[config.mk]
export PLATFORM = sky130hd
export DESIGN_NAME = sorted_priority_queue_flat
export DESIGN_NICKNAME = d
export VERILOG_FILES = /design/src/sv/spq_pkg.sv /design/src/sv/spq_channels.sv /design/src/sv/spq_cell.sv /design/src/sv/sorted_priority_queue.sv /design/src/flat_wrapper.sv
export SDC_FILE = /design/constraint.sdc
export NUM_CORES = 2
export LEC_CHECK = 0
export ABC_AREA = 1
export BUFFER_PORTS_ARGS = -buffer_cell sky130_fd_sc_hd__buf_2
export CORE_MARGIN = 3
export CORE_UTILIZATION = 45
export CTS_CLUSTER_DIAMETER = 60
export DETAILED_ROUTE_END_ITERATION = 8
export PLACE_DENSITY = 0.66
export SYNTH_ARGS = -nofsm -noshare
export SYNTH_HDL_FRONTEND = slang
export SYNTH_SLANG_ARGS = --single-unit
export TNS_END_PERCENT = 10
[constraint.sdc]
create_clock -name clock -period 10.5 [get_ports clock]
set_input_delay 0.525 -clock clock [delete_from_list [all_inputs] [get_ports clock]]
set_output_delay 0.525 -clock clock [all_outputs]
set_load 0.01 [all_outputs]
[src/sv/spq_pkg.sv]
// Shared types and constants for the sorted priority queue.
package spq_pkg;

   localparam int DATA_W = 32;
   localparam int FILL_W = 5;

   typedef logic [1:0]               cmd_type;
   typedef logic [1:0]               status_type;
   typedef logic signed [DATA_W-1:0] word_type;

   localparam cmd_type CMD_INSERT = 2'd0;
   localparam cmd_type CMD_DELETE = 2'd1;
   localparam cmd_type CMD_PEEK   = 2'd2;

   localparam status_type ST_OK    = 2'd0;
   localparam status_type ST_EMPTY = 2'd1;
   localparam status_type ST_FULL  = 2'd2;

   typedef struct packed {
      word_type value;
      word_type rank;
   } entry_type;

   // Control broadcast from the top level to every cell.
   typedef struct packed {
      logic      do_insert;
      logic      do_delete;
      logic      order_mode;
      entry_type new_entry;
   } cell_ctrl_type;

endpackage

[src/sv/spq_channels.sv]
// Handshake channel interfaces of the sorted priority queue.
interface spq_req_if;
   import spq_pkg::*;
   logic     valid;
   logic     ready;
   cmd_type  cmd;
   word_type item_value;
   word_type item_rank;
   modport source (output valid, output cmd, output item_value, output item_rank,
                   input ready);
   modport sink (input valid, input cmd, input item_value, input item_rank,
                 output ready);
endinterface

interface spq_rsp_if;
   import spq_pkg::*;
   logic              valid;
   logic              ready;
   status_type        status;
   word_type          front_value;
   word_type          front_rank;
   logic [FILL_W-1:0] fill_count;
   modport source (output valid, output status, output front_value, output front_rank,
                   output fill_count, input ready);
   modport sink (input valid, input status, input front_value, input front_rank,
                 input fill_count, output ready);
endinterface

interface spq_csr_if;
   logic valid;
   logic ready;
   logic order_mode;
   modport source (output valid, output order_mode, input ready);
   modport sink (input valid, input order_mode, output ready);
endinterface

[src/sv/spq_cell.sv]
// One storage cell of the queue: holds an entry, shifts toward or away from the front.
module spq_cell #(
   parameter int CELL_INDEX = 0,
   parameter int CNT_W      = 5
) (
   input  logic                   clock,
   input  spq_pkg::cell_ctrl_type ctrl,
   input  logic [CNT_W-1:0]       count,
   input  spq_pkg::entry_type     left_entry,
   input  spq_pkg::entry_type     right_entry,
   input  logic                   run_in,
   output logic                   run_out,
   output spq_pkg::entry_type     entry
);
   import spq_pkg::*;

   entry_type entry_ff;
   entry_type entry_in;
   logic      occupied;
   logic      here_ok;

   assign occupied = count > CNT_W'(CELL_INDEX);

   // Stored rank is equal or better than the incoming one.
   always_comb begin
      if (ctrl.order_mode) begin
         here_ok = occupied && ($signed(entry_ff.rank) <= $signed(ctrl.new_entry.rank));
      end else begin
         here_ok = occupied && ($signed(entry_ff.rank) >= $signed(ctrl.new_entry.rank));
      end
   end

   assign run_out = run_in && here_ok;

   always_comb begin
      entry_in = entry_ff;
      priority if (ctrl.do_insert) begin
         // inside the leading run hold, at its end take the new item, behind it shift back
         if (run_in && !here_ok) begin
            entry_in = ctrl.new_entry;
         end else if (!run_in) begin
            entry_in = left_entry;
         end
      end else if (ctrl.do_delete) begin
         entry_in = right_entry;
      end
   end

   always_ff @(posedge clock) begin
      entry_ff <= entry_in;
   end

   assign entry = entry_ff;

endmodule

[src/sv/sorted_priority_queue.sv]
// Sorted priority queue: a row of cells kept in service order, front at cell zero.
//
// Channels: req_ch carries a command (insert, delete front, peek front) with a
// value and rank; rsp_ch returns one item per command with status, the front
// entry for a successful delete or peek (zero otherwise) and the fill count after
// the command. csr_ch writes order_mode (0: highest rank first, 1: lowest first)
// and is always ready; write it only while the queue is idle.
// The response is registered at the edge that takes the command. One command per
// cycle is sustained while rsp_ch does not stall: every cell compares its rank with
// the incoming one in parallel and moves in the same edge, so the cell row and the
// single output register set the rate.
// An insert lands after all entries of equal or better rank. An insert into a
// full queue is dropped with a full status; delete or peek on an empty queue
// returns an empty status.
// Reset empties the queue and sets order_mode to 0; entry storage is not cleared.
// When rsp_ch stalls, the held response stays and req_ch.ready drops until it is
// taken.
module sorted_priority_queue #(
   parameter int QUEUE_DEPTH = 16
) (
   input logic       clock,
   input logic       reset,
   spq_req_if.sink   req_ch,
   spq_rsp_if.source rsp_ch,
   spq_csr_if.sink   csr_ch
);
   import spq_pkg::*;

   localparam int CNT_W = $clog2(QUEUE_DEPTH + 1);

   logic [CNT_W-1:0]  count_ff;
   logic [CNT_W-1:0]  count_in;
   logic              mode_ff;
   logic              rsp_valid_ff;
   status_type        status_ff;
   status_type        status_in;
   word_type          front_value_ff;
   word_type          front_value_in;
   word_type          front_rank_ff;
   word_type          front_rank_in;
   logic [FILL_W-1:0] fill_ff;

   logic              accept;
   logic              full;
   logic              empty;
   cell_ctrl_type     ctrl;
   entry_type         cell_q [QUEUE_DEPTH];
   logic [QUEUE_DEPTH:0] run;

   assign req_ch.ready = !rsp_valid_ff || rsp_ch.ready;
   assign accept       = req_ch.valid && req_ch.ready;
   assign full         = count_ff == CNT_W'(QUEUE_DEPTH);
   assign empty        = count_ff == '0;

   assign ctrl.do_insert       = accept && (req_ch.cmd == CMD_INSERT) && !full;
   assign ctrl.do_delete       = accept && (req_ch.cmd == CMD_DELETE) && !empty;
   assign ctrl.order_mode      = mode_ff;
   assign ctrl.new_entry.value = req_ch.item_value;
   assign ctrl.new_entry.rank  = req_ch.item_rank;

   assign run[0] = 1'b1;

   for (genvar i = 0; i < QUEUE_DEPTH; i++) begin : g_cell
      localparam int LEFT  = (i == 0) ? 0 : i - 1;
      localparam int RIGHT = (i == QUEUE_DEPTH - 1) ? i : i + 1;
      spq_cell #(
         .CELL_INDEX (i),
         .CNT_W      (CNT_W)
      ) u_cell (
         .clock       (clock),
         .ctrl        (ctrl),
         .count       (count_ff),
         .left_entry  ((i == 0) ? ctrl.new_entry : cell_q[LEFT]),
         .right_entry (cell_q[RIGHT]),
         .run_in      (run[i]),
         .run_out     (run[i+1]),
         .entry       (cell_q[i])
      );
   end

   always_comb begin
      count_in = count_ff;
      if (ctrl.do_insert) begin
         count_in = count_ff + CNT_W'(1);
      end else if (ctrl.do_delete) begin
         count_in = count_ff - CNT_W'(1);
      end
   end

   always_comb begin
      status_in      = ST_OK;
      front_value_in = '0;
      front_rank_in  = '0;
      unique case (req_ch.cmd)
         CMD_INSERT: begin
            if (full) begin
               status_in = ST_FULL;
            end
         end
         CMD_DELETE, CMD_PEEK: begin
            if (empty) begin
               status_in = ST_EMPTY;
            end else begin
               front_value_in = cell_q[0].value;
               front_rank_in  = cell_q[0].rank;
            end
         end
         default: begin
            status_in = ST_OK;
         end
      endcase
   end

   always_ff @(posedge clock) begin
      if (reset) begin
         count_ff     <= '0;
         mode_ff      <= 1'b0;
         rsp_valid_ff <= 1'b0;
      end else begin
         count_ff <= count_in;
         if (csr_ch.valid) begin
            mode_ff <= csr_ch.order_mode;
         end
         if (accept) begin
            rsp_valid_ff <= 1'b1;
         end else if (rsp_ch.ready) begin
            rsp_valid_ff <= 1'b0;
         end
      end
   end

   always_ff @(posedge clock) begin
      if (accept) begin
         status_ff      <= status_in;
         front_value_ff <= front_value_in;
         front_rank_ff  <= front_rank_in;
         fill_ff        <= FILL_W'(count_in);
      end
   end

   assign csr_ch.ready       = 1'b1;
   assign rsp_ch.valid       = rsp_valid_ff;
   assign rsp_ch.status      = status_ff;
   assign rsp_ch.front_value = front_value_ff;
   assign rsp_ch.front_rank  = front_rank_ff;
   assign rsp_ch.fill_count  = fill_ff;

   a_count_bound: assert property (@(posedge clock) disable iff (reset)
      count_ff <= CNT_W'(QUEUE_DEPTH))
      else $error("entry count above queue depth");

   a_insert_grows: assert property (@(posedge clock) disable iff (reset)
      accept && (req_ch.cmd == CMD_INSERT) && !full |=> count_ff == $past(count_ff) + CNT_W'(1))
      else $error("accepted insert did not add an entry");

   a_full_holds: assert property (@(posedge clock) disable iff (reset)
      accept && (req_ch.cmd == CMD_INSERT) && full |=> count_ff == CNT_W'(QUEUE_DEPTH))
      else $error("dropped insert changed the count");

   a_empty_zero: assert property (@(posedge clock) disable iff (reset)
      rsp_valid_ff && (status_ff == ST_EMPTY) |-> (front_value_ff == '0) && (front_rank_ff == '0))
      else $error("underflow response carries data");

endmodule

[src/flat_wrapper.sv]
// flat-port wrapper written by rule: the top's interface ports become plain ports
module sorted_priority_queue_flat import spq_pkg::*;
#(
   parameter int QUEUE_DEPTH = 16
)
  (clock, reset, req_ch_valid, req_ch_cmd, req_ch_item_value, req_ch_item_rank, req_ch_ready, rsp_ch_valid, rsp_ch_status, rsp_ch_front_value, rsp_ch_front_rank, rsp_ch_fill_count, rsp_ch_ready, csr_ch_valid, csr_ch_order_mode, csr_ch_ready);
  spq_req_if req_ch_i ();
  spq_rsp_if rsp_ch_i ();
  spq_csr_if csr_ch_i ();
  input logic clock;
  input logic reset;
  input wire logic [$bits(req_ch_i.valid)-1:0] req_ch_valid;
  input wire logic [$bits(req_ch_i.cmd)-1:0] req_ch_cmd;
  input wire logic [$bits(req_ch_i.item_value)-1:0] req_ch_item_value;
  input wire logic [$bits(req_ch_i.item_rank)-1:0] req_ch_item_rank;
  output wire logic [$bits(req_ch_i.ready)-1:0] req_ch_ready;
  output wire logic [$bits(rsp_ch_i.valid)-1:0] rsp_ch_valid;
  output wire logic [$bits(rsp_ch_i.status)-1:0] rsp_ch_status;
  output wire logic [$bits(rsp_ch_i.front_value)-1:0] rsp_ch_front_value;
  output wire logic [$bits(rsp_ch_i.front_rank)-1:0] rsp_ch_front_rank;
  output wire logic [$bits(rsp_ch_i.fill_count)-1:0] rsp_ch_fill_count;
  input wire logic [$bits(rsp_ch_i.ready)-1:0] rsp_ch_ready;
  input wire logic [$bits(csr_ch_i.valid)-1:0] csr_ch_valid;
  input wire logic [$bits(csr_ch_i.order_mode)-1:0] csr_ch_order_mode;
  output wire logic [$bits(csr_ch_i.ready)-1:0] csr_ch_ready;
  assign req_ch_i.valid = req_ch_valid;
  assign req_ch_i.cmd = req_ch_cmd;
  assign req_ch_i.item_value = req_ch_item_value;
  assign req_ch_i.item_rank = req_ch_item_rank;
  assign req_ch_ready = req_ch_i.ready;
  assign rsp_ch_valid = rsp_ch_i.valid;
  assign rsp_ch_status = rsp_ch_i.status;
  assign rsp_ch_front_value = rsp_ch_i.front_value;
  assign rsp_ch_front_rank = rsp_ch_i.front_rank;
  assign rsp_ch_fill_count = rsp_ch_i.fill_count;
  assign rsp_ch_i.ready = rsp_ch_ready;
  assign csr_ch_i.valid = csr_ch_valid;
  assign csr_ch_i.order_mode = csr_ch_order_mode;
  assign csr_ch_ready = csr_ch_i.ready;
  sorted_priority_queue #(.QUEUE_DEPTH(QUEUE_DEPTH)) u_core (.clock(clock), .reset(reset), .req_ch(req_ch_i), .rsp_ch(rsp_ch_i), .csr_ch(csr_ch_i));
endmodule
After elaboration in Yosys (flattened, before gate mapping)
Cells that the tools add are included.

Register bits after elaboration: 1102.

Equal/unequal tests: 19. $add $sub $neg: 2. Bitwise logic cells: 1. Reduce and logical (&&, ||, !) cells: 107. Magnitude comparators: 48. Mux-type cells: 84.

Operators with widths (number): 64-bit two-way mux (61); 32-bit greater-or-equal comparator (16); 32-bit less-or-equal comparator (16); 1-bit logical AND (66); 3-bit inequality test, second input constant (14); 5-bit by 4-bit greater-than comparator with 1-bit output, second input constant (8); 2-bit AND reduction (16); 5-bit by 3-bit greater-than comparator with 1-bit output, second input constant (4); 1-bit two-way mux (19); 1-bit logical NOT (18); 5-bit by 1-bit greater-than comparator with 1-bit output, second input constant (2); 5-bit by 2-bit greater-than comparator with 1-bit output, second input constant (2); 5-bit two-way mux (2); 5-bit by 1-bit adder with 5-bit output, second input constant (1); 5-bit == test, second input constant (1); 5-bit logical NOT (1); 5-bit by 1-bit subtractor with 5-bit output, second input constant (1); 2-bit one-hot mux with 2 select lines (1); 2-bit nonzero test (2); 2-bit OR reduction (2); 2-bit by 1-bit == test with 1-bit output, second input constant (1); 2-bit == test, second input constant (1); 2-bit logical NOT (1); 2-bit two-way mux (1); other kinds (4) (4).

Depth between registers and ports, before layout
Depth in word-level cells: 20. Depth in mapped cells: 29. Depth with buffers taken out: 27.

Hierarchy
From an unflattened synthesis, not the netlist that was laid out.

Cell total of the unflattened synthesis: 11006. Area total of the unflattened synthesis: 84720.0 sq um.

Modules (own cells, without submodules): spq_cell at u_core.g_cell[5].u_cell (area an instance 5149.9 sq um, cells each 672, times used 1); spq_cell at u_core.g_cell[1].u_cell (area an instance 5148.7 sq um, cells each 672, times used 1); spq_cell at u_core.g_cell[15].u_cell (area an instance 5119.9 sq um, cells each 668, times used 1); spq_cell at u_core.g_cell[11].u_cell (area an instance 5117.4 sq um, cells each 669, times used 1); spq_cell at u_core.g_cell[4].u_cell (area an instance 5116.2 sq um, cells each 670, times used 1); spq_cell at u_core.g_cell[3].u_cell (area an instance 5109.9 sq um, cells each 668, times used 1); spq_cell at u_core.g_cell[9].u_cell (area an instance 5108.6 sq um, cells each 670, times used 1); spq_cell at u_core.g_cell[10].u_cell (area an instance 5107.4 sq um, cells each 671, times used 1); spq_cell at u_core.g_cell[8].u_cell (area an instance 5107.4 sq um, cells each 670, times used 1); spq_cell at u_core.g_cell[2].u_cell (area an instance 5102.4 sq um, cells each 669, times used 1); spq_cell at u_core.g_cell[13].u_cell (area an instance 5099.9 sq um, cells each 669, times used 1); spq_cell at u_core.g_cell[12].u_cell (area an instance 5098.6 sq um, cells each 671, times used 1); spq_cell at u_core.g_cell[14].u_cell (area an instance 5098.6 sq um, cells each 669, times used 1); spq_cell at u_core.g_cell[7].u_cell (area an instance 5098.6 sq um, cells each 668, times used 1); 3 more rows.

Worst setup path after synthesis
Ideal clock, no wire load.

Path type: input -> register. Start point: in req_ch_item_rank[31]. End point: reg u_core.g_cell[12].u_cell.entry_ff (netlist bit u_core.g_cell[12].u_cell.entry[0]) (enable). Buffers on the path: 3. Arrival: 7.888 ns. Stages: 21. Required time: 9.926 ns. Library setup time: 0.574 ns. Path slack: 2.038 ns. Cell sequence: clkbuf_1 -> clkinv_1 -> ha_1 -> nand2_1 -> nor2_1 -> nand2_1 -> nor4_2 -> nand2_1 -> nand3_1 -> nand2_1 -> nor2_1 -> nor2_4 -> nand4_4 -> nor2_4 -> nand4_2 -> nor2_4 -> nand3_4 -> nor2_8 -> buf_6 -> buf_4 -> o21ai_0.

Cells in the longest elaborated chain, start to end: 17. Elaborated cells between the ends (all ways): 80. Those cells by class: order compare (26); eq/ne (1); mux (13); reduce/logical (40).

Ends and longest elaborated chain: start: declaration (line flat_wrapper.sv:15) `input wire logic [$bits(req_ch_i.item_rank)-1:0] req_ch_item_rank;`; 32-bit greater-or-equal comparator / 32-bit less-or-equal comparator (equally long branches) (line spq_cell.sv:29, spq_cell.sv:27); 1-bit logical AND (on tied branches) (line spq_cell.sv:29, spq_cell.sv:27); 1-bit two-way mux (line spq_cell.sv:26) `if (ctrl.order_mode) begin`; 1-bit logical AND (11 in a row) (line spq_cell.sv:33) `assign run_out = run_in && here_ok;`; 1-bit logical AND (line spq_cell.sv:39) `if (run_in && !here_ok) begin`; 3-bit inequality test (no source line) (*); 2-bit AND reduction (no source line) (*); end signal: assignment (line spq_cell.sv:50) `entry_ff <= entry_in;`; end: declaration (line spq_cell.sv:17) `entry_type entry_ff;`.

Every way passes the cells marked *; elsewhere a longest branch is shown, timed or not. A chain may end at the register's enable or synchronous reset.

==> impl_metrics.csv <==
group,metric,value,unit
cells_and_area,fin_cells,9419,
synthesis,avgSynthCellArea,8.82,sq um
synthesis,syn_nets,8123,
drt,routed_wl,218,mm
critical_path,path_max_fanout,42,
sta,hold_violations,0,
critical_path,crit_family,"simple AND/OR/NAND/NOR gates",
cts,cts_setup_buffers,0,
sta,timing.final.crit_share,70.9,%
synthesis,synth_edf_count,1095,
floorplan,io_pins,146,
outcome,status,"completed",
worst_hold_path,hold-path-endpoint,"u_core.rsp_ch.status[1]$_DFFE_PP_",
synthesis,seq_area_frac_synth,49.7,%
floorplan,rows,140,
sta,fin_tns_setup,0,ns
drt,ant_nets,0,
cts,insertion_delay,0.80,ns
sta,post-route-min-period,7.44,ns
sta,max_clock_freq,134,MHz
synthesis,synth_warnings,0,
sta,clock_skew,0.0313,ns
cts,cts_max_level,4,
cts,clk_path_buf_depth,3,
cts,cts_tree,"done",
sta,slew_headroom,18.3,%
synthesis,ys.flop_type,"edfxtp_1",
critical_path,max_stage_delay,0.97,ns
floorplan,dieArea,0.152,sq mm
sta,tightestPinTransition,1.23,ns
floorplan,core,0.146,sq mm
synthesis,synth_top_family_by_area,"compound AO/OA/AOI/OAI gates",
placement,hpwlAfterDp,140,mm
worst_hold_path,hold_depth,3,
sta,hold_slack,0.164,ns
synthesis,yosys_register_bits,1102,
critical_path,reg2reg_depth,17,
synthesis,synth-simple-area-share,13.1,%
synthesis,yosysTopAreaCell,"edfxtp_1",
synthesis,synth.top_cell.area_share,49.5,%
drt,drt-initial-drc-count,6897,
synthesis,synthXorXnorAreaFrac,0.264,%
critical_path,arrival,8.08,ns
synthesis,synth_fa_ha_area_share,9.80,%
critical_path,reg2reg_setup_slack,3.63,ns
critical_path,cp_slowest_cell,"nor4b_1",
cells_and_area,area_delta_synth_final,9.80,%
synthesis,synthCells,7531,
synthesis,synth_commonest_cells,"o21ai_0 (1485), nand2_1 (1220), edfxtp_1 (1095)",
cts,root_buffer,"clkbuf_16",
cells_and_area,drive_gt1_share,6.42,%
drt,drtPass1Iterations,8,
critical_path,start_kind,"input pin",
drt,via_per_inst,6.01,
synthesis,synth.area.top_cells,"edfxtp_1 (50%), o21ai_0 (11%), ha_1 (9.8%), nand2_1 (6.9%), a21oi_1 (5.7%)",
cells_and_area,utilization,49.9,%
synthesis,synthDistinctLibCells,53,
power_and_ir_drop,p_per_area,156,mW/mm^2
critical_path,cp.required,11.14,ns
critical_path,path_class,"in2reg",
cells_and_area,area.sequential,0.0330,sq mm
worst_hold_path,hold_path_class,"in2reg",
drt,wl_per_cell,23.1,microns
critical_path,cp_num_buf_inv,4,
cts,cts_resized,0,
grt,grt_max_degree,203,
placement,io_buffers,144,
synthesis,synth_compound_area_share,19.5,%
cts,path_clk_slew,0.06,ns
synthesis,muxShareOfSynthArea,0,%
cells_and_area,multi_input_area,0.0286,sq mm
drt,drc_errors,0,
floorplan,die_width,390,microns
critical_path,worstPathCellList,"buf_2 > clkinv_1 > ha_1 > nand4_1 > nor3_1 > nor4b_1 > nand4_1 > nand3_1 > nand2_1 > inv_2 > nand4_2 > nor2_4 > nand3_4 > nor2_8 > nand2_2 > buf_4 > nand2_1 > nand3_1 > nand2_1",
grt,overflow,0,
grt,grt_pass1_wl,329,mm
sta,rsz0062_at_grt,"false",
placement,gp_congestion,0.935,
cells_and_area,fill_cells,13512,
critical_path,endpoint_kind,"flop",
floorplan,initial_core_util,45.5,%
power_and_ir_drop,leakage,30.1,nW
synthesis,synth_area,0.0664,sq mm
cts,clock_sinks,1102,
critical_path,reg2reg_from,"u_core.g_cell[7].u_cell.entry[31]$_DFFE_PP_",
cells_and_area,nets,7980,
grt,antenna_found_initial,11,
worst_hold_path,min_from,"req_ch_cmd[1]",
critical_path,crit_top_cell,"nand2_1",
placement,place_inst,9160,
grt,grt_pass1_vias,53922,
floorplan,chipHeight,390,microns
sta,setup_violations,0,
sta,slew_viol_final,0,
cts,cts_hold_buf,4,
synthesis,synth.most_common_cell,"o21ai_0",
power_and_ir_drop,ir_worst_vdd,0.181,mV
flow_run,maxCapViolCount,0,
cts,cts_buffers,139,
synthesis,synthArstFlopShare,0,%
critical_path,r2r-end,"u_core.g_cell[13].u_cell.entry[34]$_DFFE_PP_",
drt,vias,56579,
grt,track_usage,27.9,%
flip-flops by register name, indices dropped and copies added, names as in the netlist:
signal                      count
u_core.rsp_ch.valid             1
u_core.rsp_ch.front_rank       32
u_core.rsp_ch.front_value      32
u_core.g_cell.u_cell.entry   1024
u_core.count_ff                 5
u_core.rsp_ch.status            2
u_core.rsp_ch.fill_count        5
u_core.mode_ff                  1
cell usage in the layout (no fill, tap or decap), drive strengths merged, types with 82 or more instances in the layout:
cell,netlist,layout
ha,520,520
nand3,313,313
inv,736,743
o21ai,1612,1612
nand2,1221,1221
nor3,95,95
buf,114,228
edfxtp,1095,1095
clkbuf,402,176
clkinv,33,82
nor2,364,364
a21oi,758,758
area by class of cell:
cell class | instances | area share [%]
sequential | 1102 | 45.3
multi-input combinational | 5144 | 39.3
clock buffer | 176 | 5.09
inverter | 769 | 3.98
tap | 1917 | 3.29
timing repair buffer | 232 | 1.98
clock inverter | 72 | 1.08
antenna | 7 | 0.0240
worst register-to-register path, cell delays in order, from the launching register on:
cell and delay (ns):
edfxtp_1 0.41, ha_1 0.38, nand4_1 0.16, nor3_1 0.41
nor4b_1 0.97, nand4_1 0.51, nand3_1 0.23, nand2_1 0.08
inv_2 0.10, nand4_2 0.15, nor2_4 0.28, nand3_4 0.74
nor2_8 0.80, nand2_2 0.59, buf_4 0.54, nand2_1 0.17
nand3_1 0.08, nand2_1 0.11
worst max path at each step:
stage | to | start | depth (start not counted) | slack, ns
3_5_place_dp | u_core.g_cell[12].u_cell.entry[32]$_DFFE_PP_ | req_ch_item_rank[31] | 18 | 2.44
5_1_grt | u_core.g_cell[13].u_cell.entry[34]$_DFFE_PP_ | req_ch_item_rank[31] | 20 | 2.81
2_1_floorplan | u_core.g_cell[12].u_cell.entry[0]$_DFFE_PP_ | req_ch_item_rank[31] | 21 | 2.04
3_3_place_gp | u_core.g_cell[12].u_cell.entry[9]$_DFFE_PP_ | req_ch_item_rank[31] | 18 | 2.46
4_1_cts | u_core.g_cell[12].u_cell.entry[32]$_DFFE_PP_ | req_ch_item_rank[31] | 18 | 3.28
6_report | u_core.g_cell[13].u_cell.entry[34]$_DFFE_PP_ | req_ch_item_rank[31] | 19 | 3.06
cells by family (layout without fill, tap and decap cells):
| kind of cell | after synthesis | count (layout) |
|---|---|---|
| adder cells (fa/ha/maj) | 520 | 520 |
| AO/OA/AOI/OAI | 2524 | 2524 |
| other | 1 | 8 |
| flip-flops | 1102 | 1102 |
| XOR/XNOR | 20 | 20 |
| AND/OR/NAND/NOR | 2079 | 2079 |
| buffers and inverters | 1285 | 1249 |
per-layer routing:
layer,GRT usage [%],wire [microns]
met5,0,46
met4,10.5,8020
met3,5.84,20200
met2,43.8,98400
met1,37.9,91300
metrics by stage:
stage | setup WS (ns) | power [mW] | instance area, sq um
finish | 3.06 | 11.4 | 72900
global route | 2.81 | 11.8 | 72900
CTS | 3.28 | 11.4 | 72900
detailed placement | 2.44 | 6.64 | 68300
global placement | 2.46 | 6.60 | 68300
floorplan | 2.04 | 6.16 | 66400
where the power goes:
part / leakage [nW] / switching [mW] / internal (mW)
logic: 17.7 / 0.963 / 0.376
clock network: 2.18 / 1.99 / 2.83
registers: 10.2 / 0.114 / 5.13
No activity file was read; power rests on OpenSTA's default activity.
